**config.mk**
```make
export PLATFORM = sky130hd
export DESIGN_NAME = vfc_fifo
export DESIGN_NICKNAME = d
export VERILOG_FILES = /design/src/sv/valid_fir_convolution_top_defines.svh /design/src/sv/vfc_fifo.sv
export SDC_FILE = /design/constraint.sdc
export NUM_CORES = 1
export LEC_CHECK = 0
export ABC_CLOCK_PERIOD_IN_PS = 4200
export BUFFER_PORTS_ARGS = -buffer_cell sky130_fd_sc_hd__buf_4
export CORE_ASPECT_RATIO = 0.9
export CORE_UTILIZATION = 58
export CTS_BUF_LIST = sky130_fd_sc_hd__clkbuf_16
export DETAILED_ROUTE_END_ITERATION = 12
export GPL_TIMING_DRIVEN = 1
export HOLD_SLACK_MARGIN = 0.12
export PLACE_DENSITY = 0.81
export SETUP_SLACK_MARGIN = 0.3
export SYNTH_ARGS = -nofsm -noshare
export SYNTH_HDL_FRONTEND = slang
export SYNTH_SLANG_ARGS = --single-unit
```
**constraint.sdc**
```tcl
create_clock -name clk -period 4.2 [get_ports clk]
set_input_delay 0.42 -clock clk [delete_from_list [all_inputs] [get_ports clk]]
set_output_delay 0.42 -clock clk [all_outputs]
set_load 0.005 [all_outputs]
```
**src/sv/valid_fir_convolution_top_defines.svh**
```systemverilog
// ----------------------------------------------------------------------------
// valid_fir_convolution_top_defines
// Assertion macros shared by the filter block; compiled out with NO_ASSERTIONS
// ----------------------------------------------------------------------------
`ifndef VALID_FIR_CONVOLUTION_TOP_DEFINES_SVH
`define VALID_FIR_CONVOLUTION_TOP_DEFINES_SVH

`ifndef NO_ASSERTIONS
// checked only while out of reset
`define VFC_ASSERT(label, prop, msg) \
	label: assert property (@(posedge clk) disable iff (!arst_n) prop) else $error(msg);
// checked at every edge, reset included
`define VFC_ASSERT_RST(label, prop, msg) \
	label: assert property (@(posedge clk) prop) else $error(msg);
`else
`define VFC_ASSERT(label, prop, msg)
`define VFC_ASSERT_RST(label, prop, msg)
`endif

`endif

```
**src/sv/vfc_fifo.sv**
```systemverilog
// ----------------------------------------------------------------------------
// vfc_fifo
// Small first-in first-out queue of registers with an occupancy count
// ----------------------------------------------------------------------------
module vfc_fifo #(
	parameter int DEPTH = 4,
	parameter int WIDTH = 8
) (
	input  logic                             clk,
	input  logic                             arst_n,
	input  logic                             push,
	input  logic [WIDTH-1:0]                 wdata,
	output logic                             full,
	input  logic                             pop,
	output logic [WIDTH-1:0]                 rdata,
	output logic                             empty,
	output logic [$clog2(DEPTH+1)-1:0]       count
);

	localparam int PTR_W = (DEPTH > 1) ? $clog2(DEPTH) : 1;
	localparam int CNT_W = $clog2(DEPTH + 1);

	logic [WIDTH-1:0] mem_q [DEPTH];
	logic [PTR_W-1:0] wr_ptr_q;
	logic [PTR_W-1:0] rd_ptr_q;
	logic [CNT_W-1:0] count_q;
	logic             do_push;
	logic             do_pop;

	// status
	assign full    = (count_q == CNT_W'(DEPTH));
	assign empty   = (count_q == '0);
	assign count   = count_q;
	assign do_push = push && !full;
	assign do_pop  = pop && !empty;
	assign rdata   = mem_q[rd_ptr_q];

	// storage
	always_ff @(posedge clk) begin
		if (do_push) begin
			mem_q[wr_ptr_q] <= wdata;
		end
	end

	// pointers and count
	always_ff @(posedge clk or negedge arst_n) begin
		if (!arst_n) begin
			wr_ptr_q <= '0;
			rd_ptr_q <= '0;
			count_q  <= '0;
		end else begin
			if (do_push) begin
				wr_ptr_q <= (wr_ptr_q == PTR_W'(DEPTH - 1)) ? '0 : wr_ptr_q + 1'b1;
			end
			if (do_pop) begin
				rd_ptr_q <= (rd_ptr_q == PTR_W'(DEPTH - 1)) ? '0 : rd_ptr_q + 1'b1;
			end
			if (do_push && !do_pop) begin
				count_q <= count_q + 1'b1;
			end else if (do_pop && !do_push) begin
				count_q <= count_q - 1'b1;
			end
		end
	end

endmodule

```
==> impl_metrics.yaml, run 1 <==
clock_network:
  cts_tree: "yes"
  clock-sinks: 39
  htreeDepth: 2
  ctsHoldBuffers: 1
  postCtsSetupBuffers: 0
  cts_made_buffers: 5
  clock_latency_ps: 280
  ctsResizeCount: 0
  clock-root-buffer: "clkbuf_16"
  path_clk_slew_ps: 60
  clock_path_buffers: 2
setup_path:
  cp_data_required_time_ps: 3780
  r2r_start: "count[1]"
  crit_fanout: 11
  crit_buf_inv: 1
  slowest_stage: "dfrtp_1"
  crit_type: "reg2out"
  cp_data_arrival_time_ps: 1750
  endpoint_kind: "output pin"
  path_delay_family: "flip-flops"
  cp-start-kind: "register"
  rr_worst_depth: 8
  r2r_end: "count[2]"
  max_stage_delay_ps: 720
  r2r_slack_ps: 2100
  path_cells: "mux4_2 > buf_4"
layout:
  post-route-util_pct: 77.9
  layout.nets: 127
  insertedDiodeCount: 0
  drive_gt1_share_pct: 45.9
  syn_to_final_growth_pct: 22.7
min_path:
  min_delay_path_depth: 1
  hold_class: "in2reg"
  hold_end: "mem_q[3][3]"
  min_from: "wdata[3]"
floorplan:
  start_util_pct: 63.5
  die_h_um: 52.1
  row_count: 17
  die_area_um2: 3010
  num_io_pins: 25
  die_w_um: 57.7
  core_um2: 2550
logic_synthesis:
  synth_top_cell_area_share_pct: 59.3
  syn_area_per_cell_um2: 20.5
  synth_compound_area_share_pct: 0
  syn_area_um2: 1620
  syn_inst: 79
  synth_seq_cells: 39
  synth_area_leaders: "edfxtp_1 59%, mux4_2 11%, dfrtp_1 11%"
  syn_nets: 98
  synth-xor-area-share_pct: 1.62
  synth_cell_types: 19
  synthMuxAreaShare_pct: 15.1
  yosys.area_share.adder_pct: 5.87
  synth_top_family_by_area: "multiplexers"
  yosys.area_share.simple_pct: 5.41
  yosysSeqAreaShare_pct: 70.1
  yosys.area.top_type: "edfxtp_1"
  yosysWarnings: 0
grt:
  grt_use_total_pct: 21.5
  grt_pass1_wl_um: 4170
  grt_pass1_vias: 825
  grt.overflow.total: 0
  antenna_found_initial: 0
  grt_max_degree: 13
power_and_ir_drop:
  leakage_nw: 0.775
  p_sw_uw: 401
  p_per_area_nw_per_um2: 742
  seqPwrFrac_pct: 42.4
  p_sw_share_pct: 27.2
  peakVddDrop_uv: 408
  p_total_mw: 1.48
  intPower_mw: 1.07
  comb_power_share_pct: 29.7
  clkPwrFrac_pct: 27.9
sta:
  fin_crit_sh_pct: 51.6
  drv_slew: 0
  setup_violations: 0
  rsz0062_at_grt: "false"
  fin_crit_ps: 2170
  fin_skew_ps: 4.50
  tightestPinTransition_ps: 599
  hold_viol: 0
  relSlewSlack_pct: 60.0
  setup_tns_ps: 0
  max_freq_mhz: 462
routing:
  wl_per_cell_um: 19.4
  drt_iter0_drc: 24
  firstDrtPassIters: 8
  wl_um: 2660
  drc: 1
  viasPerCell: 5.72
  vias: 783
  postRouteAntennaNets: 0
  drt-met1-wl_um: 1080
  routed.top_layer: "met4"
  wl_met2_um: 1340
  wl_met3_um: 184
status:
  violations: "design-rule violations"
  status: "complete, but fails checks"
job:
  maxCapViolCount: 0
placement:
  gp_congestion: 0.711
  hpwl_um: 1820
  port_buffers: 24
## Yosys cell counts, drive strengths merged
| master | count |
|---|---|
| and2 | 4 |
| buf | 3 |
| dfrtp | 7 |
| edfxtp | 32 |
| fa | 1 |
| ha | 6 |
| inv | 3 |
| mux2 | 5 |
| mux4 | 8 |
| nand2b | 1 |
| nor2 | 3 |
| nor2b | 1 |
| nor3 | 1 |
| nor3b | 1 |
| xnor2 | 1 |
| xor2 | 2 |
## metrics by stage
| stage | instances | hold slack (ps) | setup WS [ps] | instance area [um2] |
|---|---|---|---|---|
| 3_3_place_gp | 128 | 238 | 2180 | 1820 |
| 4_1_cts | 137 | 336 | 2010 | 1990 |
| 6_report | 137 | 339 | 2030 | 1990 |
| 2_1_floorplan | 79 | 124 | 2230 | 1620 |
| 3_5_place_dp | 128 | 243 | 2100 | 1820 |
| 5_1_grt | 137 | 334 | 1910 | 1990 |
## cells in the final DEF (no fill, tap or decap)
cell | Yosys | final
and2_2 | 4 | 4
buf_4 | 0 | 24
bufinv_16 | 0 | 1
clkbuf_16 | 0 | 5
dfrtp_1 | 7 | 7
dlygate4sd3_1 | 0 | 1
edfxtp_1 | 32 | 32
fa_1 | 1 | 1
ha_1 | 6 | 6
inv_1 | 3 | 5
mux2_2 | 3 | 3
mux2_4 | 2 | 2
mux4_2 | 8 | 8
nand2b_4 | 1 | 1
nor2_1 | 3 | 3
nor2b_2 | 1 | 1
nor3_1 | 1 | 1
nor3b_4 | 1 | 1
xnor2_1 | 1 | 1
xor2_1 | 2 | 2
## registers in the layout, indices dropped and copies added, names as in the netlist
register / count
mem_q: 32
wr_ptr_q: 2
count: 3
rd_ptr_q: 2
## routing by layer
layer / global-route usage, % / vias to the layer above
met4: 11.9 / 0
met2: 34.7 / 27
met3: 7.71 / 5
met5: 0 / -
met1: 25.3 / 391
li1: - / 360
## area by class of cell
cell class | count | area [um2]
tap | 28 | 35.0
multi-input combinational | 34 | 453
timing repair buffer | 25 | 190
clock inverter | 3 | 37.5
inverter | 3 | 11.3
fill | 145 | 564
clock buffer | 5 | 125
sequential | 39 | 1140
## power groups by stage
| stage | registers, mW | clock network (mW) | logic [mW] |
|---|---|---|---|
| finish | 0.626 | 0.411 | 0.439 |
| global route | 0.642 | 0.433 | 0.478 |
| global placement | 0.622 | 0 | 0.427 |
| floorplan | 0.578 | 0 | 0.310 |
| CTS | 0.627 | 0.416 | 0.447 |
| detailed placement | 0.634 | 0 | 0.443 |
## kinds of logic (layout without fill, tap and decap cells)
logic type,Yosys count,count (layout)
adder cells (fa/ha/maj),7,7
flip-flops,39,39
XOR/XNOR,3,3
multiplexers,13,13
buffers and inverters,6,36
AND/OR/NAND/NOR,11,11
## worst register-to-register path: cells and delay by family, from the launching register on
kind | cells | cell delay, ps
and+or+nand+nor | 3 | 660
adders and majority gates | 2 | 550
DFF | 1 | 460
xor gates and xnor gates | 2 | 300
buffers and inverters | 1 | 60
## worst max path at each step
stage,cells after the start,end,from,slack [ps]
after floorplan,8,count[2],count[0],2230
after global placement,8,count[2],count[0],2180
after detailed placement,8,count[2],count[0],2100
after CTS,2,rdata[1],rd_ptr_q[0],2010
after global routing,8,count[2],count[0],1910
final,2,rdata[1],rd_ptr_q[0],2030
(Power assumes the default switching activity.)
==> run 2: changes to the inputs <==
--- a/config.mk
+++ b/config.mk
@@ -5,15 +5,15 @@
 export SDC_FILE = /design/constraint.sdc
 export NUM_CORES = 1
 export LEC_CHECK = 0
-export ABC_CLOCK_PERIOD_IN_PS = 4200
+export ABC_CLOCK_PERIOD_IN_PS = 1750
 export BUFFER_PORTS_ARGS = -buffer_cell sky130_fd_sc_hd__buf_4
 export CORE_ASPECT_RATIO = 0.9
-export CORE_UTILIZATION = 58
+export CORE_UTILIZATION = 49
 export CTS_BUF_LIST = sky130_fd_sc_hd__clkbuf_16
 export DETAILED_ROUTE_END_ITERATION = 12
 export GPL_TIMING_DRIVEN = 1
 export HOLD_SLACK_MARGIN = 0.12
-export PLACE_DENSITY = 0.81
+export PLACE_DENSITY = 0.73
 export SETUP_SLACK_MARGIN = 0.3
 export SYNTH_ARGS = -nofsm -noshare
 export SYNTH_HDL_FRONTEND = slang
==> constraint.sdc (replaced) <==
create_clock -name clk -period 1.75 [get_ports clk]
set_input_delay 0.175 -clock clk [delete_from_list [all_inputs] [get_ports clk]]
set_output_delay 0.175 -clock clk [all_outputs]
set_load 0.005 [all_outputs]
==> impl_metrics.yaml, run 2 (synthesis results as in run 1) <==
routing:
  drt_iter0_drc: 30
  wl_um: 2970
  vias: 861
  firstDrtPassIters: 4
  viasPerCell: 5.01
  drc: 0
  postRouteAntennaNets: 0
  wl_per_cell_um: 17.3
layout:
  post-route-util_pct: 72.8
  final_common_cell: "edfxtp_1"
  layout.nets: 148
  final_cell_mix: "32 x edfxtp_1, 24 x buf_4, 13 x buf_6"
  largest_reg_flops: 32
  num-fill-cells: 199
  insertedDiodeCount: 0
  post_layout_nonfiller_instances: 172
  largest-register: "mem_q"
  syn_to_final_growth_pct: 38.8
  drive_gt1_share_pct: 53.8
setup_path:
  slowest_stage: "dfrtp_1"
  endpoint_kind: "register"
  crit_fanout: 3
  path_cells: "nor3b_4 > nor2b_2 > ha_4 > inv_2 > fa_2 > xor2_1 > nor2_1 > xor2_1"
  max_stage_delay_ps: 420
  path_delay_family: "adder cells"
  cp_data_required_time_ps: 1950
  cp-start-kind: "register"
  crit_type: "reg2reg"
  path_common_cell: "xor2_1"
  crit_buf_inv: 1
  cp_data_arrival_time_ps: 2010
placement:
  gp_congestion: 0.656
  placed_cells: 151
  hpwl_um: 1790
  pre_cts_ws_ps: -61.3
  port_buffers: 24
floorplan:
  die_w_um: 62.6
  start_util_pct: 52.4
  row_count: 19
  die_area_um2: 3540
  num_io_pins: 25
  core_um2: 3090
  die_h_um: 56.6
grt:
  grt_use_total_pct: 20.1
  grt_pass1_wl_um: 4650
  grt.overflow.total: 0
  antenna_found_initial: 0
  grt_max_degree: 13
  grt_pass1_vias: 959
clock_network:
  clock_path_buffers: 2
  cts_made_buffers: 5
  cts_tree: "yes"
  clock-root-buffer: "clkbuf_16"
  clock-sinks: 39
  clock_latency_ps: 280
  path_clk_slew_ps: 50
  htreeDepth: 2
power_and_ir_drop:
  peakVddDrop_uv: 1180
  p_per_area_nw_per_um2: 1710
  leakage_nw: 0.881
sta:
  rsz0062_at_grt: "true"
  timing.hold.ws_ps: 246
  drv_slew: 0
  fin_ws_ps: -64.5
  tightestPinTransition_ps: 449
  fin_crit_ps: 1810
  setup_tns_ps: -104
  hold_viol: 0
  setup_violations: 2
  fin_crit_sh_pct: 104
  max_freq_mhz: 551
  relSlewSlack_pct: 70.1
  fin_skew_ps: 3.00
status:
  violations: "negative setup slack"
  status: "complete, but fails checks"
job:
  maxCapViolCount: 0
min_path:
  hold_class: "in2async"
run 2: power by group:
group | switching [mW] | leakage, nW | internal [mW]
combinational | 0.575 | 0.437 | 0.977
sequential | 0.184 | 0.373 | 1.27
clock | 0.328 | 0.0710 | 0.518
total | 1.09 | 0.881 | 2.76
run 2: per-stage QoR:
step	power, mW	area (um2)
2_1_floorplan	2.16	1640
3_3_place_gp	2.68	1920
3_5_place_dp	2.74	1920
4_1_cts	3.84	2240
5_1_grt	4.05	2250
6_report	3.85	2250
run 2: worst reg2reg max path: stages, from the launching register on:
cell     delay, ps
dfrtp_1        420
nor3b_4        180
nor2b_2        180
ha_4           160
inv_2           40
fa_2           340
xor2_1         150
nor2_1         110
xor2_1         160
run 2: worst paths after layout:
check / slack [ps] / endpoint / cells after the start / start
worst min-delay path: 250 / count[1] / 2 / arst_n
worst min register to register: 590 / wr_ptr_q[1] / 1 / wr_ptr_q[1]
worst max register to register: -60 / count[2] / 8 / count[2]
max in group asynchronous: 1370 / count[0] / 2 / arst_n
min in group clk: 340 / count[0] / 4 / pop
worst max-delay path: -60 / count[2] / 8 / count[2]
run 2: repair_timing:
item                                    CTS  global route
endpoints found under the setup margin   42            44
setup buffers                             4             0
pin swaps                                 4             0
gates resized for setup                  19             1
hold endpoints to repair                 39             0
hold buffers                              9             0
run 2: routing by layer:
metal	wire (um)	share of wire (%)	up-vias	global-route usage, %
met5	0	0	-	0
met3	138	4.6	5	7.93
met1	1310	44	435	24.9
li1	-	-	398	-
met2	1450	49	23	29.7
met4	76	2.6	0	12.6
run 2: final cells by class:
type	count	area, um2	area share (%)
flip-flops and latches	39	1140	50.6
multi-input cells	34	488	21.7
repair buffers	46	417	18.5
clock buffers	5	125	5.56
well taps	42	52.6	2.34
clock inverters	3	16.3	0.723
inverters	3	11.3	0.501
==> run 3: changes to the inputs <==
--- a/config.mk
+++ b/config.mk
@@ -7,13 +7,15 @@
 export LEC_CHECK = 0
 export ABC_CLOCK_PERIOD_IN_PS = 1750
 export BUFFER_PORTS_ARGS = -buffer_cell sky130_fd_sc_hd__buf_4
+export CELL_PAD_IN_SITES_DETAIL_PLACEMENT = 0
+export CELL_PAD_IN_SITES_GLOBAL_PLACEMENT = 1
 export CORE_ASPECT_RATIO = 0.9
-export CORE_UTILIZATION = 49
+export CORE_UTILIZATION = 42
 export CTS_BUF_LIST = sky130_fd_sc_hd__clkbuf_16
 export DETAILED_ROUTE_END_ITERATION = 12
 export GPL_TIMING_DRIVEN = 1
 export HOLD_SLACK_MARGIN = 0.12
-export PLACE_DENSITY = 0.73
+export PLACE_DENSITY_LB_ADDON = 0.1
 export SETUP_SLACK_MARGIN = 0.3
 export SYNTH_ARGS = -nofsm -noshare
 export SYNTH_HDL_FRONTEND = slang
==> impl_metrics.yaml, run 3 (synthesis results as in run 1) <==
sta:
  max_freq_mhz: 560
  fin_skew_ps: 3.51
  fin_ws_ps: -35.8
  setup_violations: 2
  hold_viol: 0
  fin_crit_ps: 1790
  tightestPinTransition_ps: 241
  setup_tns_ps: -61.4
  relSlewSlack_pct: 83.9
  drv_slew: 0
  fin_crit_sh_pct: 102
  rsz0062_at_grt: "true"
layout:
  num-fill-cells: 243
  drive_gt1_share_pct: 57.2
  insertedDiodeCount: 0
  final_common_cell: "edfxtp_1"
  post-route-util_pct: 63.7
  regArea_um2: 1140
  largest_reg_flops: 32
  syn_to_final_growth_pct: 45.6
  layout.nets: 156
  multi_input_area_um2: 492
  post_layout_nonfiller_instances: 184
  largest-register: "mem_q"
  final_cell_mix: "32 x edfxtp_1, 27 x buf_4, 18 x buf_6"
clock_network:
  cts_made_buffers: 5
  cts_tree: "yes"
  clock-sinks: 39
  path_clk_slew_ps: 50
  clock_latency_ps: 270
  clock_path_buffers: 2
  clock-root-buffer: "clkbuf_16"
  htreeDepth: 2
setup_path:
  endpoint_kind: "register"
  r2r_end: "count[1]"
  crit_fanout: 3
  crit_type: "reg2reg"
  cp_data_required_time_ps: 1910
  cp-start-kind: "register"
  r2r_slack_ps: -40
  rr_worst_depth: 6
  worstSetupEndpoint: "count[1]"
  r2r_start: "count[1]"
  cp_data_arrival_time_ps: 1950
  cp-startpoint: "count[1]"
placement:
  port_buffers: 24
  hpwl_um: 1740
  gp_congestion: 0.698
  placed_cells: 156
routing:
  drc: 0
  firstDrtPassIters: 2
  drt_iter0_drc: 21
  wl_um: 2840
  postRouteAntennaNets: 0
  viasPerCell: 4.78
  wl_per_cell_um: 15.4
  vias: 879
floorplan:
  start_util_pct: 43.7
  core_um2: 3700
  die_w_um: 67.5
  num_io_pins: 25
  row_count: 21
  die_h_um: 60.9
  die_area_um2: 4110
power_and_ir_drop:
  peakVddDrop_uv: 850
  p_total_mw: 4.08
  leakage_nw: 0.940
  p_per_area_nw_per_um2: 1730
status:
  status: "complete, but fails checks"
  violations: "negative setup slack"
grt:
  grt_max_degree: 13
  antenna_found_initial: 0
  grt.overflow.total: 0
  grt_pass1_wl_um: 4120
  grt_pass1_vias: 879
  grt_use_total_pct: 15.6
job:
  maxCapViolCount: 0
min_path:
  hold_class: "in2async"
## run 3: changes by cell type in the layout (fill, tap and decap cells not counted), sizes merged
cell / previous run / this run
buf: 37 / 45
inv: 4 / 3
bufinv: 0 / 1
clkinvlp: 1 / 0
clkinv: 1 / 2
## run 3: power breakdown
part	total [mW]	switching, mW	internal, mW
clock	0.985	0.322	0.663
sequential	1.44	0.177	1.27
combinational	1.65	0.577	1.07
## run 3: how the worst min path moves through the flow
stage,from,end,slack (ps),depth (start not counted)
2_1_floorplan,arst_n,count[0],-120,0
3_3_place_gp,arst_n,rd_ptr_q[1],-0.5,1
3_5_place_dp,arst_n,rd_ptr_q[1],-3,1
4_1_cts,arst_n,count[2],250,2
5_1_grt,arst_n,wr_ptr_q[1],270,2
6_report,arst_n,wr_ptr_q[0],260,2
## run 3: per-layer routing
| layer | track usage (%) | vias up | part of all wire (%) |
|---|---|---|---|
| li1 | - | 414 | - |
| met1 | 16.8 | 445 | 41 |
| met2 | 26.3 | 15 | 53 |
| met3 | 5.83 | 5 | 3.7 |
| met4 | 9.12 | 0 | 2.2 |
| met5 | 0 | - | 0 |
## run 3: layout make-up
| class | count | share of cell area (%) |
|---|---|---|
| tap | 46 | 2.44 |
| clock inverter | 3 | 1.64 |
| clock buffer | 5 | 5.30 |
| inverter | 3 | 0.477 |
| sequential | 39 | 48.3 |
| multi-input combinational | 34 | 20.8 |
| timing repair buffer | 54 | 21.0 |
## run 3: through the flow
| stage | hold slack (ps) | instance area, um2 | worst slack [ps] |
|---|---|---|---|
| global route | 269 | 2360 | -159 |
| CTS | 254 | 2290 | -8.87 |
| detailed placement | -3.17 | 1930 | -33.4 |
| global placement | -0.536 | 1930 | -12.0 |
| finish | 263 | 2360 | -35.8 |
| floorplan | -121 | 1640 | -82.2 |
## run 3: repair_timing
action / 4_1_cts / 5_1_grt
pin swaps: 7 / 4
endpoints found under the setup margin: 42 / 47
endpoints found under the hold margin: 39 / 0
hold buffers: 9 / 0
buffers inserted: 6 / 5
gates resized for setup: 19 / 8
cloned: 0 / 0
## run 3: worst max-delay path: stages, from the launching register on
cell     delay, ps
dfrtp_2        450
nor3b_4        230
nor2b_2         90
ha_4           170
inv_2           40
fa_2           420
mux2_4         270
