<file path="config.mk">
export PLATFORM = sky130hd
export DESIGN_NAME = vfc_front
export DESIGN_NICKNAME = d
export VERILOG_FILES = /design/src/sv/valid_fir_convolution_top_defines.svh /design/src/sv/vfc_pkg.sv /design/src/sv/vfc_front.sv
export SDC_FILE = /design/constraint.sdc
export NUM_CORES = 1
export LEC_CHECK = 0
export ABC_CLOCK_PERIOD_IN_PS = 3100
export BUFFER_PORTS_ARGS = -buffer_cell sky130_fd_sc_hd__buf_2
export CORE_MARGIN = 3
export CORE_UTILIZATION = 53
export CTS_BUF_LIST = sky130_fd_sc_hd__clkbuf_8
export DETAILED_ROUTE_END_ITERATION = 10
export GPL_TIMING_DRIVEN = 0
export PLACE_DENSITY = 0.8
export SKIP_CTS_REPAIR_TIMING = 1
export SYNTH_ARGS = -nofsm -noshare
export SYNTH_HDL_FRONTEND = slang
export SYNTH_SLANG_ARGS = --single-unit
</file>
<file path="constraint.sdc">
create_clock -name clk -period 3.1 [get_ports clk]
set_clock_uncertainty 0.1 [all_clocks]
set_input_delay 0.62 -clock clk [delete_from_list [all_inputs] [get_ports clk]]
set_output_delay 0.62 -clock clk [all_outputs]
set_load 0.005 [all_outputs]
</file>
<file path="src/sv/valid_fir_convolution_top_defines.svh">
// ----------------------------------------------------------------------------
// valid_fir_convolution_top_defines
// Assertion macros shared by the filter block; compiled out with NO_ASSERTIONS
// ----------------------------------------------------------------------------
`ifndef VALID_FIR_CONVOLUTION_TOP_DEFINES_SVH
`define VALID_FIR_CONVOLUTION_TOP_DEFINES_SVH

`ifndef NO_ASSERTIONS
// checked only while out of reset
`define VFC_ASSERT(label, prop, msg) \
	label: assert property (@(posedge clk) disable iff (!arst_n) prop) else $error(msg);
// checked at every edge, reset included
`define VFC_ASSERT_RST(label, prop, msg) \
	label: assert property (@(posedge clk) prop) else $error(msg);
`else
`define VFC_ASSERT(label, prop, msg)
`define VFC_ASSERT_RST(label, prop, msg)
`endif

`endif

</file>
<file path="src/sv/vfc_pkg.sv">
// ----------------------------------------------------------------------------
// vfc_pkg
// Types and fixed constants of the streaming valid convolution filter
// ----------------------------------------------------------------------------
package vfc_pkg;

	// fixed datapath geometry
	localparam int MAX_TAPS   = 7;
	localparam int SAMPLE_W   = 16;
	localparam int COEF_W     = 16;
	localparam int OUT_W      = 34;
	localparam int TAP_W      = 3;
	localparam int CFG_IDX_W  = 3;
	localparam int CFG_DATA_W = 16;
	localparam int PROD_W     = SAMPLE_W + COEF_W;
	localparam int LEAVES     = 8;

	// register map
	typedef enum logic [CFG_IDX_W-1:0] {
		REG_TAP_COUNT = 3'd0,
		REG_COEF_0    = 3'd1,
		REG_COEF_1    = 3'd2,
		REG_COEF_2    = 3'd3,
		REG_COEF_3    = 3'd4,
		REG_COEF_4    = 3'd5,
		REG_COEF_5    = 3'd6,
		REG_COEF_6    = 3'd7
	} reg_index_t;

	typedef logic signed [SAMPLE_W-1:0] sample_t;
	typedef logic signed [COEF_W-1:0]   coef_t;
	typedef logic signed [PROD_W-1:0]   prod_t;

	// configuration write as seen by front and back
	typedef struct packed {
		logic                  write;
		logic [CFG_IDX_W-1:0]  index;
		logic [CFG_DATA_W-1:0] data;
	} cfg_wr_t;

	// aligned window handed from front to back: taps[k] meets coef_k
	typedef struct packed {
		sample_t [MAX_TAPS-1:0] taps;
		logic                   last;
	} mid_item_t;

	// finished result
	typedef struct packed {
		logic signed [OUT_W-1:0] value;
		logic                    last;
	} out_item_t;

endpackage

</file>
<file path="src/sv/vfc_front.sv">
// ----------------------------------------------------------------------------
// vfc_front
// Takes samples, keeps the delay line and fill count, and queues an aligned
// window for every sample that completes a full filter span
// ----------------------------------------------------------------------------
module vfc_front import vfc_pkg::*; (
	input  logic      clk,
	input  logic      arst_n,
	input  cfg_wr_t   cfg,
	input  logic      push,
	input  sample_t   sample_value,
	input  logic      first_sample,
	input  logic      last_sample,
	input  logic      mid_full,
	output logic      mid_push,
	output mid_item_t mid_wdata
);

	logic [TAP_W-1:0] tap_count_q;
	sample_t          window_q [MAX_TAPS-1];
	logic [TAP_W-1:0] fill_q;
	sample_t          cur [MAX_TAPS];
	logic [TAP_W-1:0] taps_eff;
	logic [TAP_W-1:0] count_nxt;
	logic             accept;
	logic             emit;

	assign accept = push && !mid_full;

	// tap count register
	always_ff @(posedge clk or negedge arst_n) begin
		if (!arst_n) begin
			tap_count_q <= TAP_W'(1);
		end else if (cfg.write && (cfg.index == REG_TAP_COUNT)) begin
			tap_count_q <= cfg.data[TAP_W-1:0];
		end
	end

	// current window: new sample followed by the delay line
	always_comb begin
		cur[0] = sample_value;
		for (int k = 1; k < MAX_TAPS; k++) begin
			cur[k] = window_q[k-1];
		end
	end

	// fill count and result decision
	always_comb begin
		taps_eff  = (tap_count_q > TAP_W'(MAX_TAPS)) ? TAP_W'(MAX_TAPS) : tap_count_q;
		count_nxt = first_sample ? '0 : fill_q;
		if (count_nxt < TAP_W'(MAX_TAPS)) begin
			count_nxt = count_nxt + 1'b1;
		end
		emit = (count_nxt >= taps_eff);
	end

	// align window so that coef_0 meets the oldest sample of the span
	always_comb begin
		for (int k = 0; k < MAX_TAPS; k++) begin
			if (TAP_W'(k) < taps_eff) begin
				mid_wdata.taps[k] = cur[taps_eff - TAP_W'(k) - 1'b1];
			end else begin
				mid_wdata.taps[k] = '0;
			end
		end
		mid_wdata.last = last_sample;
	end

	assign mid_push = accept && emit;

	// delay line and fill count
	always_ff @(posedge clk or negedge arst_n) begin
		if (!arst_n) begin
			fill_q <= '0;
			for (int k = 0; k < MAX_TAPS - 1; k++) begin
				window_q[k] <= '0;
			end
		end else if (accept) begin
			fill_q <= count_nxt;
			for (int k = 0; k < MAX_TAPS - 1; k++) begin
				window_q[k] <= cur[k];
			end
		end
	end

endmodule

</file>
==> impl_metrics.ini, run 1 <==
[status]
status = finished, violations left
failed_checks = setup timing

[setup_path]
cp_slowest_stage_delay_ps = 600
worstPathRequired_ps = 2380
cp.arrival_ps = 2930
critPathBufInv = 7
path_class = reg2out
path_max_fanout = 10
crit_chain = buf_8, buf_12, clkinv_8, buf_12, ha_4, clkbuf_16, buf_6, mux2i_1, o21ai_2, nor2_1, nor3_2, buf_2
cp-end-kind = primary output
cp_slowest_cell = dfstp_2
startpoint_type = flip-flop
critPathTopFamily = buffers and inverters
crit_top_cell = buf_12

[logic_synthesis]
syn-cell-area_mm2 = 0.00814
synthDistinctLibCells = 38
synth.avg_cell_area_um2 = 8.07
synthesis.nets = 1060
ys_ff_latch = 102
synthCells = 1009
ys_seq_area_frac = 0.314
yosysWarnings = 0

[grt]
grt_pass1_vias = 8162
antenna_found_initial = 0
grt_pass1_wl_um = 46900
grt_max_degree = 54
grt_usage = 0.372
overflow = 0

[finish]
syn2layout_area_growth_pct = 31.3
final_common_cell = nand2_1
diodes = 0
layout.cells.most_common_list = 382 x nand2_1, 152 x buf_2, 101 x dfrtp_1
drive_gt1_frac = 0.373
fin_area_mm2 = 0.0107
layoutNonFillerInstCount = 1397
fin_nets = 1259

[timing]
slew-limit-headroom = 0.431
period_share = 1.18
rsz0062_at_grt = true
max_freq_mhz = 274
setup_violations = 97
holdWs_ps = 121
hold_violations = 0
final.setup.tns_ps = -36120
min_period_ps = 3650
timing_worst_slew_pin_value_ps = 841
worst_slack_ps = -545
final-max-slew-violation-count = 0

[die]
num_rows = 44
ios = 156
floorplan.initialDensity = 0.552
die_h_um = 130
dieArea_mm2 = 0.0169
dieWidth_um = 130
core_area_mm2 = 0.0148

[cts]
cts-root-buf = clkbuf_8
h-tree-depth = 3
cts_buffers = 9
clkSinkCount = 102
cts.reportedPaths.clkPinSlew_ps = 120
clkLatencyLatePin_ps = 420
cts.path.max_buffers = 2
cts_tree = yes

[placed_design]
hpwlAfterDp_um = 23800
dp.cells = 1335
portBuffers = 141
post_dp_cell_area_mm2 = 0.00912
place_congestion = 1.03

[hold_path]
min_path_type = in2async

[power]
pwr-share-clk = 0.110
p_switching_w = 0.00411
comb_power_share = 0.659
sequentialPowerShare = 0.231
ir_worst_vdd_mv = 0.398
p_sw_frac = 0.487
finalPower_w = 0.00845
p_per_area_mw_per_mm2 = 790
leakagePower_nw = 5.03
internal-power_w = 0.00434

[detailed_routing]
drt-pass1-iter-count = 8
drc = 0
antenna_left = 0
drt-total-wl_um = 34100
vias = 9263
drt_iter0_drc = 1538
routedWlPerCell_um = 24.4
viasPerCell = 6.63

[run]
maxCapViolCount = 0
## final cells by class
| class | count | area, um^2 |
|---|---|---|
| clock buffers | 9 | 124 |
| flip-flops and latches | 102 | 2550 |
| inverters | 7 | 42.5 |
| plain buffers | 83 | 629 |
| clock inverters | 7 | 91.3 |
| well taps | 184 | 230 |
| repair buffers | 190 | 1250 |
| multi-input cells | 815 | 5770 |
| fillers | 1105 | 4060 |
## registers in the layout (all words and copies together), names as in the netlist
| name | count |
|---|---|
| tap_count_q | 3 |
| cur | 96 |
| fill_q | 3 |
## worst reg2reg max path, stage by stage, from the launching register on
cell and delay, ps:
dfstp_2 600, buf_8 140, buf_12 120, clkinv_8 50, buf_12 120, o21ai_0 180
## through the flow
stage               setup WS [ps]  utilization
finish                       -545        0.725
detailed placement           -780        0.618
floorplan                    3.25            -
global placement             -766        0.616
global route                 -552        0.725
CTS                         -1230        0.633
## path summary, 6_finish.rpt
path / startpoint / slack (ps) / cells past startpoint / to
worst max-delay path: tap_count_q[0] / -550 / 12 / mid_wdata[7]
worst min-delay path: arst_n / 120 / 1 / cur[27]
worst max register to register: tap_count_q[0] / 1730 / 5 / tap_count_q[0]
worst min register to register: cur[6] / 460 / 2 / cur[6]
max in group asynchronous: arst_n / 1980 / 2 / tap_count_q[0]
min in group clk: cfg[1] / 320 / 3 / tap_count_q[1]
## power by group through the flow
stage	Combinational, W	Sequential [W]	Clock (W)
after floorplan	0.00263	0.00180	0
after global placement	0.00397	0.00191	0
after detailed placement	0.00404	0.00193	0
after CTS	0.00405	0.00191	0.000916
after global routing	0.00578	0.00198	0.000974
final	0.00557	0.00195	0.000927
## layer usage
| metal | routed length (um) | GRT usage |
|---|---|---|
| met3 | 4650 | 0.104 |
| met1 | 12000 | 0.503 |
| met2 | 15100 | 0.571 |
| met4 | 2270 | 0.146 |
| met5 | 0 | 0 |
## synthesized netlist by cell type
cell type | number | area share
a211oi_1 | 18 | 0.017
a21o_1 | 1 | 0.00092
a21oi_1 | 64 | 0.039
a22o_1 | 1 | 0.0011
and2_1 | 17 | 0.013
and3b_1 | 1 | 0.0011
buf_1 | 6 | 0.0028
buf_2 | 24 | 0.015
buf_4 | 9 | 0.0083
clkbuf_1 | 46 | 0.021
dfrtp_1 | 101 | 0.31
dfstp_2 | 1 | 0.0032
ha_1 | 9 | 0.014
inv_1 | 5 | 0.0023
inv_2 | 2 | 0.00092
mux2i_1 | 50 | 0.061
mux4_2 | 64 | 0.18
nand2_1 | 397 | 0.18
nand2b_1 | 1 | 0.00077
nand3_1 | 8 | 0.0049
nand3b_1 | 7 | 0.0065
nor2_1 | 77 | 0.035
nor2_2 | 1 | 0.00077
nor2b_1 | 3 | 0.0023
nor3_1 | 32 | 0.020
nor3_2 | 1 | 0.0012
nor3b_1 | 7 | 0.0065
nor4b_1 | 1 | 0.0011
o21ai_0 | 24 | 0.015
o21ai_1 | 4 | 0.0025
o21bai_1 | 1 | 0.00092
o2bb2ai_1 | 18 | 0.019
o31ai_1 | 1 | 0.00092
o31ai_2 | 1 | 0.0015
xnor2_1 | 2 | 0.0022
xnor2_2 | 1 | 0.0020
xnor2_4 | 1 | 0.0034
xor2_1 | 2 | 0.0022
## cell families after synthesis
group | after synthesis | share of synthesized area
buf+inv | 92 | 0.0502
compound gates | 133 | 0.0979
fa+ha+maj | 9 | 0.0138
simple gates | 553 | 0.276
mux | 114 | 0.238
flops | 102 | 0.314
xor+xnor | 6 | 0.00968
No activity file was read; power rests on OpenSTA's default activity.
==> inputs of run 2 (changes only) <==
--- a/config.mk
+++ b/config.mk
@@ -5,6 +5,7 @@
 export SDC_FILE = /design/constraint.sdc
 export NUM_CORES = 1
 export LEC_CHECK = 0
+export ABC_AREA = 1
 export ABC_CLOCK_PERIOD_IN_PS = 3100
 export BUFFER_PORTS_ARGS = -buffer_cell sky130_fd_sc_hd__buf_2
 export CORE_MARGIN = 3
==> run 2 against run 1 <==
  * The run still ends with setup timing left
  * Total power down 1.2%
  * Cell count grew 21%
  * Global-route usage grew 3.3 points
  * Fmax increased by 9.6%
  * Via count is 12% higher
  * First-iteration DRC count up 2.3%
  * Critical endpoint is now mid_wdata[43]
  * Largest power group unchanged
==> impl_metrics.ini, run 2 <==
[setup_path]
startpoint_type = flip-flop
cp_slowest_cell = dfstp_2
worstPathRequired_ps = 2380
cp-end-kind = primary output
critPathTopFamily = buffers and inverters
cp_slowest_stage_delay_ps = 610
path_class = reg2out
crit_chain = buf_6, buf_12, buf_2, o21ai_1, o21ai_2, nor2_1, nor2_1, buf_2
critPathBufInv = 4
path_max_fanout = 10
cp.arrival_ps = 2600

[logic_synthesis]
synth_flop_cell = dfrtp_1
ys_ff_latch = 102
synth_edf_count = 0
synthTopCellsByCount = 443 x nand2_1, 181 x nor2_1, 181 x o21ai_0
synthesis.nets = 1379
synthDistinctLibCells = 32
synth_top_cell_by_area = dfrtp_1
ys_seq_area_frac = 0.313
synth.avg_cell_area_um2 = 6.15
post-synth-top-count-cell = nand2_1
synthArstFlopShare = 1.00
synthCells = 1328
yosysWarnings = 0
netlist.area_leader.share = 0.310
syn-cell-area_mm2 = 0.00817
synth.area.top_cells = dfrtp_1 31%, nand2_1 20%, o21ai_0 11%

[power]
p_switching_w = 0.00433
ir_worst_vdd_mv = 0.396
sequentialPowerShare = 0.214
leakagePower_nw = 5.09
comb_power_share = 0.677
pwr-share-clk = 0.108
internal-power_w = 0.00402
p_sw_frac = 0.519
p_per_area_mw_per_mm2 = 809

[die]
floorplan.initialDensity = 0.551
die_h_um = 130
dieArea_mm2 = 0.0169
core_area_mm2 = 0.0148
num_rows = 44
dieWidth_um = 130
ios = 156

[detailed_routing]
drt-pass1-iter-count = 6
drt-total-wl_um = 36000
drt_iter0_drc = 1574
vias = 10300
routedWlPerCell_um = 21.3
drc = 0
antenna_left = 0
viasPerCell = 6.13

[cts]
cts-root-buf = clkbuf_8
clkSinkCount = 102
clkLatencyLatePin_ps = 410
cts.reportedPaths.clkPinSlew_ps = 130
h-tree-depth = 3
cts_buffers = 9
cts_tree = yes
cts.path.max_buffers = 2

[hold_path]
min_path_type = in2async

[finish]
largest_reg_flops = 96
diodes = 0
syn2layout_area_growth_pct = 26.3
drive_gt1_frac = 0.242
final_common_cell = nand2_1
fin_nets = 1548
layoutNonFillerInstCount = 1686
layout.cells.most_common_list = 418 x nand2_1, 167 x buf_2, 166 x nor2_1

[timing]
slew-limit-headroom = 0.522
worst_slack_ps = -225
hold_violations = 0
rsz0062_at_grt = true
final-max-slew-violation-count = 0
timing_worst_slew_pin_value_ps = 710
max_freq_mhz = 301
period_share = 1.07
setup_violations = 83
holdWs_ps = 46.6
min_period_ps = 3320

[grt]
grt_pass1_wl_um = 51800
grt_usage = 0.405
grt_pass1_vias = 8880
overflow = 0
grt_max_degree = 70
antenna_found_initial = 0

[placed_design]
portBuffers = 141
place_ws_ps = -373
place_congestion = 1.09
dp.cells = 1654
hpwlAfterDp_um = 27400

[run]
maxCapViolCount = 0

[status]
failed_checks = setup timing
status = finished, violations left
[run 2: cell count changes in the layout (fill, tap and decap cells not counted), moves of 38 or more]
cell | previous run | this run
o21ai_0 | 12 | 151
nor2_1 | 69 | 166
inv_1 | 3 | 92
mux4_2 | 64 | 0
o211ai_1 | 0 | 64
mux2i_1 | 47 | 0
a21oi_2 | 39 | 1
[run 2: kinds of logic after synthesis]
logic type	count (synthesis)	share of synthesized area
XOR/XNOR	4	0.00705
AO/OA/AOI/OAI	335	0.232
buffers and inverters	199	0.110
adder cells (fa/ha/maj)	9	0.0138
flip-flops	102	0.313
AND/OR/NAND/NOR	679	0.324
[run 2: metrics by stage]
step / power [W] / util / cell area (um^2) / setup TNS [ps]
2_1_floorplan: 0.00452 / - / 8170 / 0
3_3_place_gp: 0.00633 / 0.615 / 9100 / -21480
3_5_place_dp: 0.00638 / 0.617 / 9130 / -24850
4_1_cts: 0.00726 / 0.630 / 9340 / -66750
5_1_grt: 0.00881 / 0.696 / 10300 / -13270
6_report: 0.00835 / 0.696 / 10300 / -9060
[run 2: final cells by class]
class	instances	area (um^2)
Timing Repair Buffer	159	945
Clock inverter	7	81.3
Sequential cell	102	2550
Multi-Input combinational cell	1027	5220
Tap cell	184	230
Buffer	102	783
Fill cell	1314	4500
Inverter	96	375
Clock buffer	9	124
[run 2: per-layer routing]
layer,wire (um),vias to the layer above,global-route usage
met4,2330,0,0.211
met1,14000,4751,0.564
met3,4440,137,0.0778
met5,0,-,0
li1,-,4637,-
met2,15300,812,0.598
[run 2: final timing paths]
kind                                   to  cells after the start            start  slack [ps]
max                         mid_wdata[43]                      8   tap_count_q[0]        -220
min                               cur[25]                      1           arst_n          50
max reg2reg                tap_count_q[1]                      6   tap_count_q[1]        1680
min reg2reg                        cur[6]                      2          cur[22]         400
max in group asynchronous  tap_count_q[0]                      2           arst_n        2050
min in group clk                  cur[84]                      3  sample_value[4]         360
[run 2: worst reg2reg max path, delay by kind of cell, from the launching register on]
kind	cells	cell delay (ps)
buffers and inverters	5	710
AO/OA/AOI/OAI	1	150
flip-flops	1	390
[run 2: power groups by stage]
stage / clock network, W / registers (W) / logic (W)
final: 0.000903 / 0.00179 / 0.00565
after global routing: 0.000937 / 0.00180 / 0.00606
after global placement: 0 / 0.00179 / 0.00454
after CTS: 0.000896 / 0.00177 / 0.00460
after floorplan: 0 / 0.00171 / 0.00280
after detailed placement: 0 / 0.00179 / 0.00458
==> inputs of run 3 (changes only) <==
--- a/config.mk
+++ b/config.mk
@@ -9,11 +9,10 @@
 export ABC_CLOCK_PERIOD_IN_PS = 3100
 export BUFFER_PORTS_ARGS = -buffer_cell sky130_fd_sc_hd__buf_2
 export CORE_MARGIN = 3
-export CORE_UTILIZATION = 53
+export CORE_UTILIZATION = 40
 export CTS_BUF_LIST = sky130_fd_sc_hd__clkbuf_8
 export DETAILED_ROUTE_END_ITERATION = 10
 export GPL_TIMING_DRIVEN = 0
-export PLACE_DENSITY = 0.8
 export SKIP_CTS_REPAIR_TIMING = 1
 export SYNTH_ARGS = -nofsm -noshare
 export SYNTH_HDL_FRONTEND = slang
==> run 3 against run 2 <==
  * The flow still finishes with violations (setup timing)
  * Total power is 4.1% higher
  * Register-to-register slack better by 90 ps
  * Non-clock buffer count is 5 higher
  * Utilization is 15 points lower
  * Wire length is 4.9% higher
  * Flip-flop and latch count stayed put
  * Clock power is 6.6% higher
  * Setup slack better by 87 ps
  * Via count is 3.6% lower
  * Critical endpoint is now mid_wdata[81]
  * Largest power group unchanged
==> impl_metrics.ini, run 3 (synthesized netlist as in run 2, its figures left out) <==
[die]
floorplan.initialDensity = 0.413
core_area_mm2 = 0.0198
ios = 156
dieArea_mm2 = 0.0222
num_rows = 51
die_h_um = 149
dieWidth_um = 149

[hold_path]
min_path_type = in2async

[setup_path]
startpoint_type = flip-flop
crit_chain = buf_6, clkinv_8, buf_2, nand2_1, nand2_1, o21ai_0, and2_1, nor2_1, buf_2
cp.arrival_ps = 2520
rr_endpoint = tap_count_q[0]
rr_worst_depth = 5
worstPathRequired_ps = 2380
r2r-start = tap_count_q[0]
cp_slowest_stage_delay_ps = 590
path_max_fanout = 10
path_class = reg2out
critPathTopFamily = flip-flops
r2r_slack_ps = 1770
cp-end-kind = primary output
critPathBufInv = 4
cp_slowest_cell = dfstp_2

[timing]
slew-limit-headroom = 0.517
rsz0062_at_grt = true
hold_violations = 0
min_period_ps = 3240
final-max-slew-violation-count = 0
period_share = 1.04
holdWs_ps = 137
timing_worst_slew_pin_value_ps = 724
max_freq_mhz = 309
worst_slack_ps = -137
setup_violations = 71

[power]
ir_worst_vdd_mv = 0.317
leakagePower_nw = 5.20
finalPower_w = 0.00869
p_per_area_mw_per_mm2 = 810

[cts]
cts.path.max_buffers = 2
cts_tree = yes
clkLatencyLatePin_ps = 400
h-tree-depth = 3
clkSinkCount = 102
cts-root-buf = clkbuf_8
cts.reportedPaths.clkPinSlew_ps = 120
cts_buffers = 9

[finish]
drive_gt1_frac = 0.272
final_common_cell = nand2_1
syn2layout_area_growth_pct = 31.4
layout.cells.most_common_list = 422 x nand2_1, 166 x buf_2, 150 x nor2_1
fin_util = 0.542
largest_reg_flops = 96
num-fill-cells = 2054
fin_nets = 1553
diodes = 0
fin_area_mm2 = 0.0107

[placed_design]
hpwlAfterDp_um = 29700
place_ws_ps = -397
post_dp_cell_area_mm2 = 0.00923
place_congestion = 1.01
portBuffers = 141

[detailed_routing]
antenna_left = 0
drc = 0
vias = 9970
drt_iter0_drc = 1100
drt-total-wl_um = 37700
viasPerCell = 5.63
drt-pass1-iter-count = 6
routedWlPerCell_um = 21.3

[grt]
grt_pass1_vias = 8772
overflow = 0
antenna_found_initial = 0
grt_usage = 0.324
grt_pass1_wl_um = 54800
grt_max_degree = 54

[status]
status = finished, violations left
failed_checks = setup timing

[run]
maxCapViolCount = 0
run 3: changes by cell type in the layout (fill, tap and decap cells not counted), sizes merged:
cell	change
inv	-1
clkinvlp	+1
buf	+7
clkinv	-1
bufinv	+1
clkbuf	-2
run 3: final cells by class:
class                      count  area [um^2]  area share
inverter                      96          383      0.0357
clock buffer                   9          124      0.0115
tap                          265          332      0.0309
clock inverter                 7         91.3     0.00851
multi-input combinational   1027         5350       0.499
timing repair buffer         164         1020      0.0949
buffer                       102          876      0.0816
sequential                   102         2550       0.238
run 3: worst reg2reg max path, delay by kind of cell (launching register included):
kind / cells / cell delay (ps)
AO/OA/AOI/OAI: 1 / 120
buffers and inverters: 4 / 450
flip-flops: 1 / 590
run 3: stage by stage:
| step | instances | setup TNS, ps |
|---|---|---|
| 2_1_floorplan | 1328 | 0 |
| 3_3_place_gp | 1734 | -27200 |
| 3_5_place_dp | 1735 | -27600 |
| 4_1_cts | 1751 | -71300 |
| 5_1_grt | 1772 | -10220 |
| 6_report | 1772 | -3310 |
run 3: worst max path at each step:
| stage | cells after the start | endpoint | from |
|---|---|---|---|
| final | 9 | mid_wdata[81] | tap_count_q[0] |
| after detailed placement | 13 | mid_wdata[15] | tap_count_q[1] |
| after floorplan | 11 | mid_wdata[100] | tap_count_q[0] |
| after CTS | 13 | mid_wdata[15] | tap_count_q[1] |
| after global routing | 12 | mid_wdata[28] | tap_count_q[0] |
| after global placement | 13 | mid_wdata[15] | tap_count_q[1] |
run 3: per-layer routing:
layer  GRT usage  up-vias  routed length [um]
li1            -     4660                   -
met1       0.453     4684               16100
met2       0.516      546               17200
met3      0.0514       80                3100
met4       0.106        0                1350
met5           0        -                   0
run 3: power by group:
group          internal [W]  switching (W)
registers           0.00156       0.000212
clock network      0.000394       0.000569
logic               0.00231        0.00364
